**config.mk**
```make
export PLATFORM = sky130hd
export DESIGN_NAME = periodic_task_timer_table_flat
export DESIGN_NICKNAME = d
export VERILOG_FILES = /design/src/rtl/ptt_pkg.sv /design/src/rtl/ptt_in_if.sv /design/src/rtl/ptt_out_if.sv /design/src/rtl/periodic_task_timer_table.sv /design/src/rtl/ptt_cell.sv /design/src/flat_wrapper.sv
export SDC_FILE = /design/constraint.sdc
export NUM_CORES = 2
export LEC_CHECK = 0
export BUFFER_PORTS_ARGS = -buffer_cell sky130_fd_sc_hd__buf_2
export CORE_UTILIZATION = 50
export DETAILED_ROUTE_END_ITERATION = 10
export MAX_ROUTING_LAYER = met4
export PLACE_DENSITY = 0.73
export RECOVER_POWER = 50
export SLEW_MARGIN = 30
export SYNTH_ARGS = -nofsm -noshare
export SYNTH_HDL_FRONTEND = slang
export SYNTH_HIERARCHICAL = 1
export SYNTH_SLANG_ARGS = --single-unit
```
**constraint.sdc**
```tcl
create_clock -name i_clk -period 12.91 [get_ports i_clk]
set_clock_uncertainty 0.1 [all_clocks]
set_input_delay 3.873 -clock i_clk [delete_from_list [all_inputs] [get_ports i_clk]]
set_output_delay 3.873 -clock i_clk [all_outputs]
set_load 0.05 [all_outputs]
```
**src/rtl/ptt_pkg.sv**
```systemverilog
// Shared constants, codes and types of the periodic timer table.
package ptt_pkg;

    localparam int TABLE_SIZE = 16;
    localparam int ID_W       = 8;
    localparam int PER_W      = 16;
    localparam int MODE_W     = 2;
    localparam int STAT_W     = 2;
    localparam int CNT_W      = $clog2(TABLE_SIZE + 1);

    // input modes
    localparam logic [MODE_W-1:0] MODE_TICK  = 2'd0;
    localparam logic [MODE_W-1:0] MODE_START = 2'd1;
    localparam logic [MODE_W-1:0] MODE_STOP  = 2'd2;

    // result status
    localparam logic [STAT_W-1:0] ST_OK    = 2'd0;
    localparam logic [STAT_W-1:0] ST_FULL  = 2'd1;
    localparam logic [STAT_W-1:0] ST_EMPTY = 2'd2;

    // operations carried by the token through the cells
    localparam logic [1:0] OP_TICK   = 2'd0;
    localparam logic [1:0] OP_SCAN   = 2'd1;  // duplicate-id search before a start
    localparam logic [1:0] OP_INSERT = 2'd2;  // take the lowest free slot
    localparam logic [1:0] OP_STOP   = 2'd3;

    typedef struct packed {
        logic             valid;
        logic [1:0]       op;
        logic [ID_W-1:0]  id;
        logic [PER_W-1:0] period;
        logic             hit;   // dup found / slot taken / entry freed
    } t_tok;

    typedef struct packed {
        logic            fire;
        logic [ID_W-1:0] id;    // zero unless fire
    } t_fire;

endpackage

```
**src/rtl/ptt_in_if.sv**
```systemverilog
// Command channel of the periodic timer table.
interface ptt_in_if;
    logic                        valid;
    logic                        ready;
    logic [ptt_pkg::MODE_W-1:0]  mode;
    logic [ptt_pkg::ID_W-1:0]    task_id;
    logic [ptt_pkg::PER_W-1:0]   period;

    modport source (output valid, mode, task_id, period, input ready);
    modport sink   (input valid, mode, task_id, period, output ready);
endinterface

```
**src/rtl/ptt_out_if.sv**
```systemverilog
// Result channel of the periodic timer table.
interface ptt_out_if;
    logic                        valid;
    logic                        ready;
    logic                        fired;
    logic [ptt_pkg::ID_W-1:0]    fired_id;
    logic [ptt_pkg::STAT_W-1:0]  status;
    logic [ptt_pkg::CNT_W-1:0]   active_entries;
    logic                        last;

    modport source (output valid, fired, fired_id, status, active_entries, last,
                    input ready);
    modport sink   (input valid, fired, fired_id, status, active_entries, last,
                    output ready);
endinterface

```
**src/rtl/periodic_task_timer_table.sv**
```systemverilog
// Top level of the periodic timer table: token chain of entry cells and result control.
//
//  channel  | dir | carries                                              | transfer
//  ---------+-----+------------------------------------------------------+-----------------
//  i_cmd    | in  | mode, task_id, period                                | valid && ready
//  o_res    | out | fired, fired_id, status, active_entries, last        | valid && ready
//
// Flow: a command token walks the row of TABLE_SIZE cells, one cell per cycle while
//   the chain is not stalled. Tick and stop take one pass, a start a duplicate scan
//   followed by an insert pass. Start on a full table, stop on an empty one and
//   mode 3 answer directly without a token. One item is in the chain at a time.
// Reset: synchronous, active low; clears valid bits of all entries, the entry count,
//   the token registers and the result valid bit. Entry payload is left as is.
// Stalls: the whole chain freezes while the result register holds an untaken result.
module periodic_task_timer_table (
    input  logic       i_clk,
    input  logic       i_rst_n,
    ptt_in_if.sink     i_cmd,
    ptt_out_if.source  o_res
);

    localparam int N = ptt_pkg::TABLE_SIZE;

    // chain of tokens: tok[0] is the inject register, tok[N] leaves the last cell
    ptt_pkg::t_tok              tok [N+1];
    ptt_pkg::t_fire             fire [N];
    logic [N-1:0]               used_vec;
    logic [N:0]                 tok_valid;

    ptt_pkg::t_tok              r_inj, n_inj;
    logic                       r_busy, n_busy;
    logic [ptt_pkg::CNT_W-1:0]  r_count, n_count;
    // a fire result held back until we know whether it is the last one
    logic                       r_pend, n_pend;
    logic [ptt_pkg::ID_W-1:0]   r_pend_id, n_pend_id;

    // result register
    logic                       r_res_valid, n_res_valid;
    logic                       r_fired, n_fired;
    logic [ptt_pkg::ID_W-1:0]   r_fired_id, n_fired_id;
    logic [ptt_pkg::STAT_W-1:0] r_status, n_status;
    logic [ptt_pkg::CNT_W-1:0]  r_active, n_active;
    logic                       r_last, n_last;

    logic                       adv;
    logic                       accept;
    logic                       fire_any;
    logic [ptt_pkg::ID_W-1:0]   fire_id;
    ptt_pkg::t_tok              tail;

    // chain moves only when the result register can take a new result
    assign adv         = !r_res_valid || o_res.ready;
    assign i_cmd.ready = !r_busy && adv;
    assign accept      = i_cmd.valid && i_cmd.ready;

    assign tok[0] = r_inj;
    assign tail   = tok[N];

    for (genvar g = 0; g < N; g++) begin : g_cell
        ptt_cell u_cell (
            .i_clk   (i_clk),
            .i_rst_n (i_rst_n),
            .i_adv   (adv),
            .i_tok   (tok[g]),
            .o_tok   (tok[g+1]),
            .o_fire  (fire[g]),
            .o_used  (used_vec[g])
        );
    end

    // only one cell sees the token, so an OR picks its fire report
    always_comb begin
        fire_any = 1'b0;
        fire_id  = '0;
        for (int k = 0; k < N; k++) begin
            fire_any = fire_any | fire[k].fire;
            fire_id  = fire_id | fire[k].id;
        end
        for (int k = 0; k <= N; k++) begin
            tok_valid[k] = tok[k].valid;
        end
    end

    always_comb begin
        n_inj       = r_inj;
        n_busy      = r_busy;
        n_count     = r_count;
        n_pend      = r_pend;
        n_pend_id   = r_pend_id;
        n_res_valid = r_res_valid && !o_res.ready;
        n_fired     = r_fired;
        n_fired_id  = r_fired_id;
        n_status    = r_status;
        n_active    = r_active;
        n_last      = r_last;

        if (adv) begin
            n_inj.valid = 1'b0;

            // new command
            if (accept) begin
                n_inj.id     = i_cmd.task_id;
                n_inj.period = i_cmd.period;
                n_inj.hit    = 1'b0;
                case (i_cmd.mode)
                    ptt_pkg::MODE_TICK: begin
                        n_inj.valid = 1'b1;
                        n_inj.op    = ptt_pkg::OP_TICK;
                        n_busy      = 1'b1;
                    end
                    ptt_pkg::MODE_START: begin
                        if (r_count == ptt_pkg::CNT_W'(N)) begin
                            n_res_valid = 1'b1;
                            n_fired     = 1'b0;
                            n_fired_id  = '0;
                            n_status    = ptt_pkg::ST_FULL;
                            n_active    = r_count;
                            n_last      = 1'b1;
                        end else begin
                            n_inj.valid = 1'b1;
                            n_inj.op    = ptt_pkg::OP_SCAN;
                            n_busy      = 1'b1;
                        end
                    end
                    ptt_pkg::MODE_STOP: begin
                        if (r_count == '0) begin
                            n_res_valid = 1'b1;
                            n_fired     = 1'b0;
                            n_fired_id  = '0;
                            n_status    = ptt_pkg::ST_EMPTY;
                            n_active    = r_count;
                            n_last      = 1'b1;
                        end else begin
                            n_inj.valid = 1'b1;
                            n_inj.op    = ptt_pkg::OP_STOP;
                            n_busy      = 1'b1;
                        end
                    end
                    default: begin  // unused mode: plain ok
                        n_res_valid = 1'b1;
                        n_fired     = 1'b0;
                        n_fired_id  = '0;
                        n_status    = ptt_pkg::ST_OK;
                        n_active    = r_count;
                        n_last      = 1'b1;
                    end
                endcase
            end

            // a cell fired: release the one held back, hold this one
            if (fire_any) begin
                if (r_pend) begin
                    n_res_valid = 1'b1;
                    n_fired     = 1'b1;
                    n_fired_id  = r_pend_id;
                    n_status    = ptt_pkg::ST_OK;
                    n_active    = r_count;
                    n_last      = 1'b0;
                end
                n_pend    = 1'b1;
                n_pend_id = fire_id;
            end

            // token leaves the row
            if (tail.valid) begin
                n_res_valid = 1'b1;
                n_fired     = 1'b0;
                n_fired_id  = '0;
                n_status    = ptt_pkg::ST_OK;
                n_active    = r_count;
                n_last      = 1'b1;
                n_busy      = 1'b0;
                case (tail.op)
                    ptt_pkg::OP_TICK: begin
                        n_fired    = r_pend;
                        n_fired_id = r_pend ? r_pend_id : '0;
                        n_pend     = 1'b0;
                    end
                    ptt_pkg::OP_SCAN: begin
                        if (!tail.hit) begin
                            // no duplicate: second pass takes the lowest free slot
                            n_res_valid = 1'b0;
                            n_busy      = 1'b1;
                            n_inj       = tail;
                            n_inj.op    = ptt_pkg::OP_INSERT;
                        end
                    end
                    ptt_pkg::OP_INSERT: begin
                        n_count  = r_count + ptt_pkg::CNT_W'(1);
                        n_active = r_count + ptt_pkg::CNT_W'(1);
                    end
                    default: begin  // stop
                        n_count  = r_count - ptt_pkg::CNT_W'(tail.hit);
                        n_active = r_count - ptt_pkg::CNT_W'(tail.hit);
                    end
                endcase
            end
        end
    end

    always_ff @(posedge i_clk) begin
        if (!i_rst_n) begin
            r_inj       <= '0;
            r_busy      <= 1'b0;
            r_count     <= '0;
            r_pend      <= 1'b0;
            r_res_valid <= 1'b0;
        end else begin
            r_inj       <= n_inj;
            r_busy      <= n_busy;
            r_count     <= n_count;
            r_pend      <= n_pend;
            r_res_valid <= n_res_valid;
        end
        r_pend_id  <= n_pend_id;
        r_fired    <= n_fired;
        r_fired_id <= n_fired_id;
        r_status   <= n_status;
        r_active   <= n_active;
        r_last     <= n_last;
    end

    assign o_res.valid          = r_res_valid;
    assign o_res.fired          = r_fired;
    assign o_res.fired_id       = r_fired_id;
    assign o_res.status         = r_status;
    assign o_res.active_entries = r_active;
    assign o_res.last           = r_last;

    // at most one token anywhere in the row
    a_one_token: assert property (@(posedge i_clk) disable iff (!i_rst_n)
        $countones(tok_valid) <= 1)
        else $error("more than one token in the cell row");

    // entry count never exceeds the table
    a_count_range: assert property (@(posedge i_clk) disable iff (!i_rst_n)
        r_count <= ptt_pkg::CNT_W'(N))
        else $error("entry count above table size");

    // between items the count agrees with the cells' valid bits
    a_count_match: assert property (@(posedge i_clk) disable iff (!i_rst_n)
        !r_busy |-> ($countones(used_vec) == int'(r_count)))
        else $error("entry count out of step with cell valid bits");

    // a token in flight means the block is busy
    a_token_busy: assert property (@(posedge i_clk) disable iff (!i_rst_n)
        (tok_valid != '0) |-> r_busy)
        else $error("token in flight while idle");

    // a held fire result only exists while a tick walks the row
    a_pend_busy: assert property (@(posedge i_clk) disable iff (!i_rst_n)
        r_pend |-> r_busy)
        else $error("held fire result outside a tick");

endmodule

```
**src/rtl/ptt_cell.sv**
```systemverilog
// One timer entry; processes the passing token and hands it to the next cell.
module ptt_cell (
    input  logic           i_clk,
    input  logic           i_rst_n,
    input  logic           i_adv,
    input  ptt_pkg::t_tok  i_tok,
    output ptt_pkg::t_tok  o_tok,
    output ptt_pkg::t_fire o_fire,
    output logic           o_used
);

    logic                      r_used, n_used;
    logic [ptt_pkg::ID_W-1:0]  r_id, n_id;
    logic [ptt_pkg::PER_W-1:0] r_period, n_period;
    logic [ptt_pkg::PER_W-1:0] r_cnt, n_cnt;
    ptt_pkg::t_tok             r_tok, n_tok;
    logic [ptt_pkg::PER_W-1:0] cnt_inc;
    logic                      act;
    logic                      id_match;

    assign act      = i_adv && i_tok.valid;
    assign cnt_inc  = r_cnt + ptt_pkg::PER_W'(1);
    assign id_match = r_used && (r_id == i_tok.id);

    always_comb begin
        n_used   = r_used;
        n_id     = r_id;
        n_period = r_period;
        n_cnt    = r_cnt;
        n_tok    = r_tok;
        o_fire   = '0;
        if (i_adv) begin
            n_tok = i_tok;
        end
        if (act) begin
            case (i_tok.op)
                ptt_pkg::OP_TICK: begin
                    if (r_used) begin
                        if (cnt_inc == r_period) begin
                            n_cnt       = '0;
                            o_fire.fire = 1'b1;
                            o_fire.id   = r_id;
                        end else begin
                            n_cnt = cnt_inc;
                        end
                    end
                end
                ptt_pkg::OP_SCAN: begin
                    if (id_match) n_tok.hit = 1'b1;
                end
                ptt_pkg::OP_INSERT: begin
                    if (!r_used && !i_tok.hit) begin
                        n_used    = 1'b1;
                        n_id      = i_tok.id;
                        n_period  = i_tok.period;
                        n_cnt     = ptt_pkg::PER_W'(1);
                        n_tok.hit = 1'b1;
                    end
                end
                default: begin  // stop
                    if (id_match && !i_tok.hit) begin
                        n_used    = 1'b0;
                        n_tok.hit = 1'b1;
                    end
                end
            endcase
        end
    end

    always_ff @(posedge i_clk) begin
        if (!i_rst_n) begin
            r_used <= 1'b0;
            r_tok  <= '0;
        end else begin
            r_used <= n_used;
            r_tok  <= n_tok;
        end
        r_id     <= n_id;
        r_period <= n_period;
        r_cnt    <= n_cnt;
    end

    assign o_tok  = r_tok;
    assign o_used = r_used;

endmodule
```
**src/flat_wrapper.sv**
```systemverilog
// flat-port wrapper written by rule: the top's interface ports become plain ports
module periodic_task_timer_table_flat 
  (i_clk, i_rst_n, i_cmd_valid, i_cmd_mode, i_cmd_task_id, i_cmd_period, i_cmd_ready, o_res_valid, o_res_fired, o_res_fired_id, o_res_status, o_res_active_entries, o_res_last, o_res_ready);
  ptt_in_if i_cmd_i ();
  ptt_out_if o_res_i ();
  input  logic i_clk;
  input  logic i_rst_n;
  input wire logic [$bits(i_cmd_i.valid)-1:0] i_cmd_valid;
  input wire logic [$bits(i_cmd_i.mode)-1:0] i_cmd_mode;
  input wire logic [$bits(i_cmd_i.task_id)-1:0] i_cmd_task_id;
  input wire logic [$bits(i_cmd_i.period)-1:0] i_cmd_period;
  output wire logic [$bits(i_cmd_i.ready)-1:0] i_cmd_ready;
  output wire logic [$bits(o_res_i.valid)-1:0] o_res_valid;
  output wire logic [$bits(o_res_i.fired)-1:0] o_res_fired;
  output wire logic [$bits(o_res_i.fired_id)-1:0] o_res_fired_id;
  output wire logic [$bits(o_res_i.status)-1:0] o_res_status;
  output wire logic [$bits(o_res_i.active_entries)-1:0] o_res_active_entries;
  output wire logic [$bits(o_res_i.last)-1:0] o_res_last;
  input wire logic [$bits(o_res_i.ready)-1:0] o_res_ready;
  assign i_cmd_i.valid = i_cmd_valid;
  assign i_cmd_i.mode = i_cmd_mode;
  assign i_cmd_i.task_id = i_cmd_task_id;
  assign i_cmd_i.period = i_cmd_period;
  assign i_cmd_ready = i_cmd_i.ready;
  assign o_res_valid = o_res_i.valid;
  assign o_res_fired = o_res_i.fired;
  assign o_res_fired_id = o_res_i.fired_id;
  assign o_res_status = o_res_i.status;
  assign o_res_active_entries = o_res_i.active_entries;
  assign o_res_last = o_res_i.last;
  assign o_res_i.ready = o_res_ready;
  periodic_task_timer_table u_core (.i_clk(i_clk), .i_rst_n(i_rst_n), .i_cmd(i_cmd_i), .o_res(o_res_i));
endmodule
```
**After elaboration in Yosys (flattened, before gate mapping)**

Cells that the tools add are included.
W data, S select, Z words.

- Output and inout port bits: 19
- Latch bits: 0
- Bits in read-only memories: 0
- Memories: 0
- Word-level logic and storage cells: 886
- Memory bits (writable): 0
- Register bits: 1165

- Divide/modulo/power cells: 0
- Bitwise gates (word level): 46
- Add/subtract/negate cells: 18
- $lt $le $gt $ge: 0
- Equality and inequality tests: 103
- Shift-type cells: 0
- Multiply operators: 0
- Multiplexer cells: 336
- Reductions and logical operators: 224

Operators with widths:

| operator | number |
|---|---|
| $mux W16 | 48 |
| $mux W9 | 64 |
| $pmux W16 S2 | 16 |
| $add A16 B1 Y16 const B | 16 |
| $eq A16 B16 Y1 | 16 |
| $mux W1 | 142 |
| $eq A8 B8 Y1 | 16 |
| $reduce_and A4 Y1 | 32 |
| $or A8 B8 Y8 | 15 |
| $mux W28 | 4 |
| $logic_and A1 B1 Y1 | 67 |
| $reduce_bool A2 Y1 | 33 |
| $mux W8 | 8 |
| $ne A2 B2 Y1 const B | 32 |
| $pmux W1 S3 | 20 |
| $reduce_and A3 Y1 | 16 |
| $eq A2 B1 Y1 const B | 18 |
| $eq A2 B2 Y1 const B | 18 |
| $logic_not A2 Y1 | 18 |
| $logic_not A1 Y1 | 35 |
| $reduce_or A2 Y1 | 17 |
| $pmux W1 S2 | 16 |
| $mux W5 | 6 |
| $pmux W8 S3 | 1 |
| 17 further kinds | 53 |

**Logic depth before layout (Yosys ltp)**

- Depth after elaboration: 24
- Depth in mapped cells: 15
- Mapped depth without buffers: 12

**By module**

Netlist, hierarchy kept.

Modules (own cells, without submodules):

| module | cells an instance | area each (um^2) | times used |
|---|---|---|---|
| ptt_cell at u_core.g_cell[0].u_cell ... | 345 | 3809.9 | 8 |
| ptt_cell at u_core.g_cell[4].u_cell ... | 333 | 3694.8 | 5 |
| ptt_cell at u_core.g_cell[3].u_cell | 323 | 3537.1 | 1 |
| ptt_cell at u_core.g_cell[9].u_cell | 303 | 3419.5 | 1 |
| periodic_task_timer_table | 366 | 3339.5 | 1 |
| ptt_cell at u_core.g_cell[2].u_cell | 287 | 3326.9 | 1 |

**Least setup slack after synthesis**

OpenSTA, ideal clock, no wires.

- Path kind: input -> output
- Start point: in o_res_ready
- End point: out i_cmd_ready
- Required time: 8937 ps
- Setup slack: 4236 ps
- Cell stages on the path: 3
- Arrival time: 4701 ps
- Path buffers: 1
- Path through: nor2b_1 buf_2 nor2_1

- Word-level cells in the longest chain between the ends: 2

RTL lines:

| what | RTL line | text |
|---|---|---|
| from (decl) | flat_wrapper.sv:19 | `input wire logic [$bits(o_res_i.ready)-1:0] o_res_ready;` |
| $logic_or A1 B1 Y1 | periodic_task_timer_table.sv:52 | `assign adv = !r_res_valid \|\| o_res.ready;` |
| $logic_and A1 B1 Y1 | periodic_task_timer_table.sv:53 | `assign i_cmd.ready = !r_busy && adv;` |
| to (decl) | flat_wrapper.sv:12 | `output wire logic [$bits(i_cmd_i.ready)-1:0] i_cmd_ready;` |

Every way passes these cells.

==> run metrics <==
final RePlAce weighted congestion 0.896; async set-reset flop share out of synthesis 0%; Tightest Hold Check Type reg -> reg; share of cells above drive strength 1 9.05%; IO Count 49; H-tree levels 3; largest net degree at the start of global routing 268; DIE AREA 127000 sq um; static leakage 24.5 nW; Syn-to-layout area delta 8.00%; CTS root buf clkbuf_16; RSZ-0062 raised after global routing false; status finished, violations left; Hold Violations, Final 0; design area 67600 sq um; mapped cell area 62600 sq um; initial DRC count 3684; dpl hpwl 105 mm; worst path bufs/invs 3; initial antenna violation count 0; Final setup viols 0; Clock Path Buffers 3; post-synthesis sequential area ratio 47.9%; all-layer global routing usage 23.7%; Final nets 5677; FF+latch count, synth 1165; most common cell after layout, fill and taps aside edfxtp_1; minimum clock period 9.22 ns; Ys Warns 6; critical path capture point type flip-flop; first-pass GRT wire length 235 mm; Clock Sinks 1165; ant diodes 0; CP max-delay cell clkbuf_1; Unique masters post-synth 107; crit-path cells clkbuf_1 -> clkbuf_1 -> buf_16 -> o21ai_0 -> a31oi_1; Via density 5.91; Final Cycle Share 71.4%; crit path kind in -> reg; Post-Place Cell Area 63700 sq um; actual slew at the worst max-slew pin 4.29 ns; max-cap violation count 13; CTS tree built; Max Slew Vio Count 368; hold slack 0.358 ns; Core Region 124000 sq um; Main synth FF type edfxtp_1; grt total ovfl 0; # DRC 0; Syn Inst Count 5704; Worst Path Max Fanout 202; die width 356 um; number of flops mapped to enable cells by yosys 665; routed length per instance 20.2 um; max incr delay on CP 2.92 ns; most frequent CP cell clkbuf_1; # resized after CTS 0; CTS clk-pin slew, worst paths 0.06 ns; syn nets 5807; dpl cells 7086; Initial DRT Pass Iterations 6; hold_buf cts 0; via count 43200; Required @ worst endpoint 13.45 ns; # rows 129; Total Power 7.83 mW; Critical Path Start Type input pin; Port Buffers 48; Final ANT Viol Nets 0; most frequent cells in the layout edfxtp_1 (665), dfxtp_1 (500), nor2b_1 (496); Clock Latency Late Sink 0.71 ns; Worst slew margin -186%; syn_area_per_cell 11.0 sq um; Die Ht 356 um; Max VDD drop 0.123 mV; failing checks capacitance limit, slew limit; fin cells 7316; f_max 0.108 GHz; total negative slack 0 ns; Num CTS Buffers 119; number of setup buffers added after CTS 0; PwrDens 116 nW/um^2; CP delay by family, top buffers and inverters; WP data arrival 9.76 ns; vias in the first global route 41000; Initial Util 50.5%; final wirelength 148 mm
==> registers in the layout, summed over array words and instances (netlist names), 2 cells and up <==
register and flops:
u_core/g_cell.u_cell/o_tok 448, u_core/g_cell.u_cell/r_cnt 256, u_core/g_cell.u_cell/r_period 256, u_core/g_cell.u_cell/r_id 128
u_core/r_inj 28, u_core/g_cell.u_cell/o_used 16, u_core/o_res.fired_id 8, u_core/r_pend_id 8
u_core/o_res.active_entries 5, u_core/r_count 5, u_core/o_res.status 2
==> report_power, final <==
group	internal (mW)	total (mW)	switching [mW]	leakage, nW
Sequential	3.92	3.97	0.0462	9.66
Clock	2.18	3.67	1.49	2.09
Combinational	0.0805	0.198	0.117	12.8
==> worst paths after layout <==
path	from	end	slack, ns	cells after the start
worst min register to register	u_core/g_cell[12].u_cell/o_tok[13]$_SDFFE_PN0P_	u_core/g_cell[13].u_cell/r_period[12]$_DFFE_PP_	0.36	0
worst min-delay path	u_core/g_cell[12].u_cell/o_tok[13]$_SDFFE_PN0P_	u_core/g_cell[13].u_cell/r_period[12]$_DFFE_PP_	0.36	0
worst max register to register	u_core/g_cell[10].u_cell/r_cnt[0]$_SDFFCE_PP1P_	u_core/o_res.active_entries[4]$_DFFE_PN_	7.24	12
worst max-delay path	i_rst_n	u_core/g_cell[3].u_cell/o_tok[0]$_SDFF_PN0_	3.69	5
==> stage by stage <==
| stage | setup slack [ns] | util (%) |
|---|---|---|
| detailed placement | 4.55 | 51.4 |
| finish | 3.69 | 54.5 |
| floorplan | 4.24 | - |
| CTS | 4.55 | 54.8 |
| global route | 3.12 | 54.5 |
| global placement | 4.55 | 51.3 |
==> Yosys cell counts, types with 125 or more instances <==
cell type | n | share of area (%)
nand2_1 | 207 | 1.2
edfxtp_1 | 665 | 32
xnor2_1 | 396 | 5.5
mux2i_1 | 440 | 7.0
nor3_1 | 154 | 1.2
nor4_1 | 136 | 1.4
a211oi_1 | 179 | 2.1
nand4_1 | 126 | 1.3
nor2_1 | 208 | 1.2
xor2_1 | 181 | 2.5
inv_1 | 266 | 1.6
a21oi_1 | 125 | 1.0
nor2b_1 | 497 | 5.0
clkbuf_1 | 173 | 1.0
dfxtp_1 | 500 | 16
==> layer usage <==
metal,wire length [um],up-vias,part of all wire (%),track usage [%]
met4,2700,0,1.8,5.65
met5,0,-,0,-
met2,66200,1129,45,35.4
li1,-,20700,-,-
met3,7700,170,5.2,2.83
met1,71100,21200,48,34.4
==> logic make-up (layout without fill, tap and decap cells) <==
family / count (synthesis) / in the layout / share of synthesized area [%]
simple gates: 2004 / 2004 / 20.7
flops: 1165 / 1165 / 47.9
compound gates: 811 / 811 / 9.58
xor+xnor: 606 / 606 / 9.14
buf+inv: 600 / 575 / 4.09
mux: 445 / 445 / 7.13
fa+ha+maj: 73 / 73 / 1.47
==> layout make-up <==
| type | count | area (sq um) |
|---|---|---|
| multi-input combinational | 3939 | 29800 |
| inverter | 266 | 1010 |
| tap | 1637 | 2050 |
| fill | 10600 | 56400 |
| timing repair buffer | 83 | 489 |
| clock buffer | 164 | 3570 |
| clock inverter | 62 | 671 |
| sequential | 1165 | 30000 |
No activity file was read; power rests on OpenSTA's default activity.
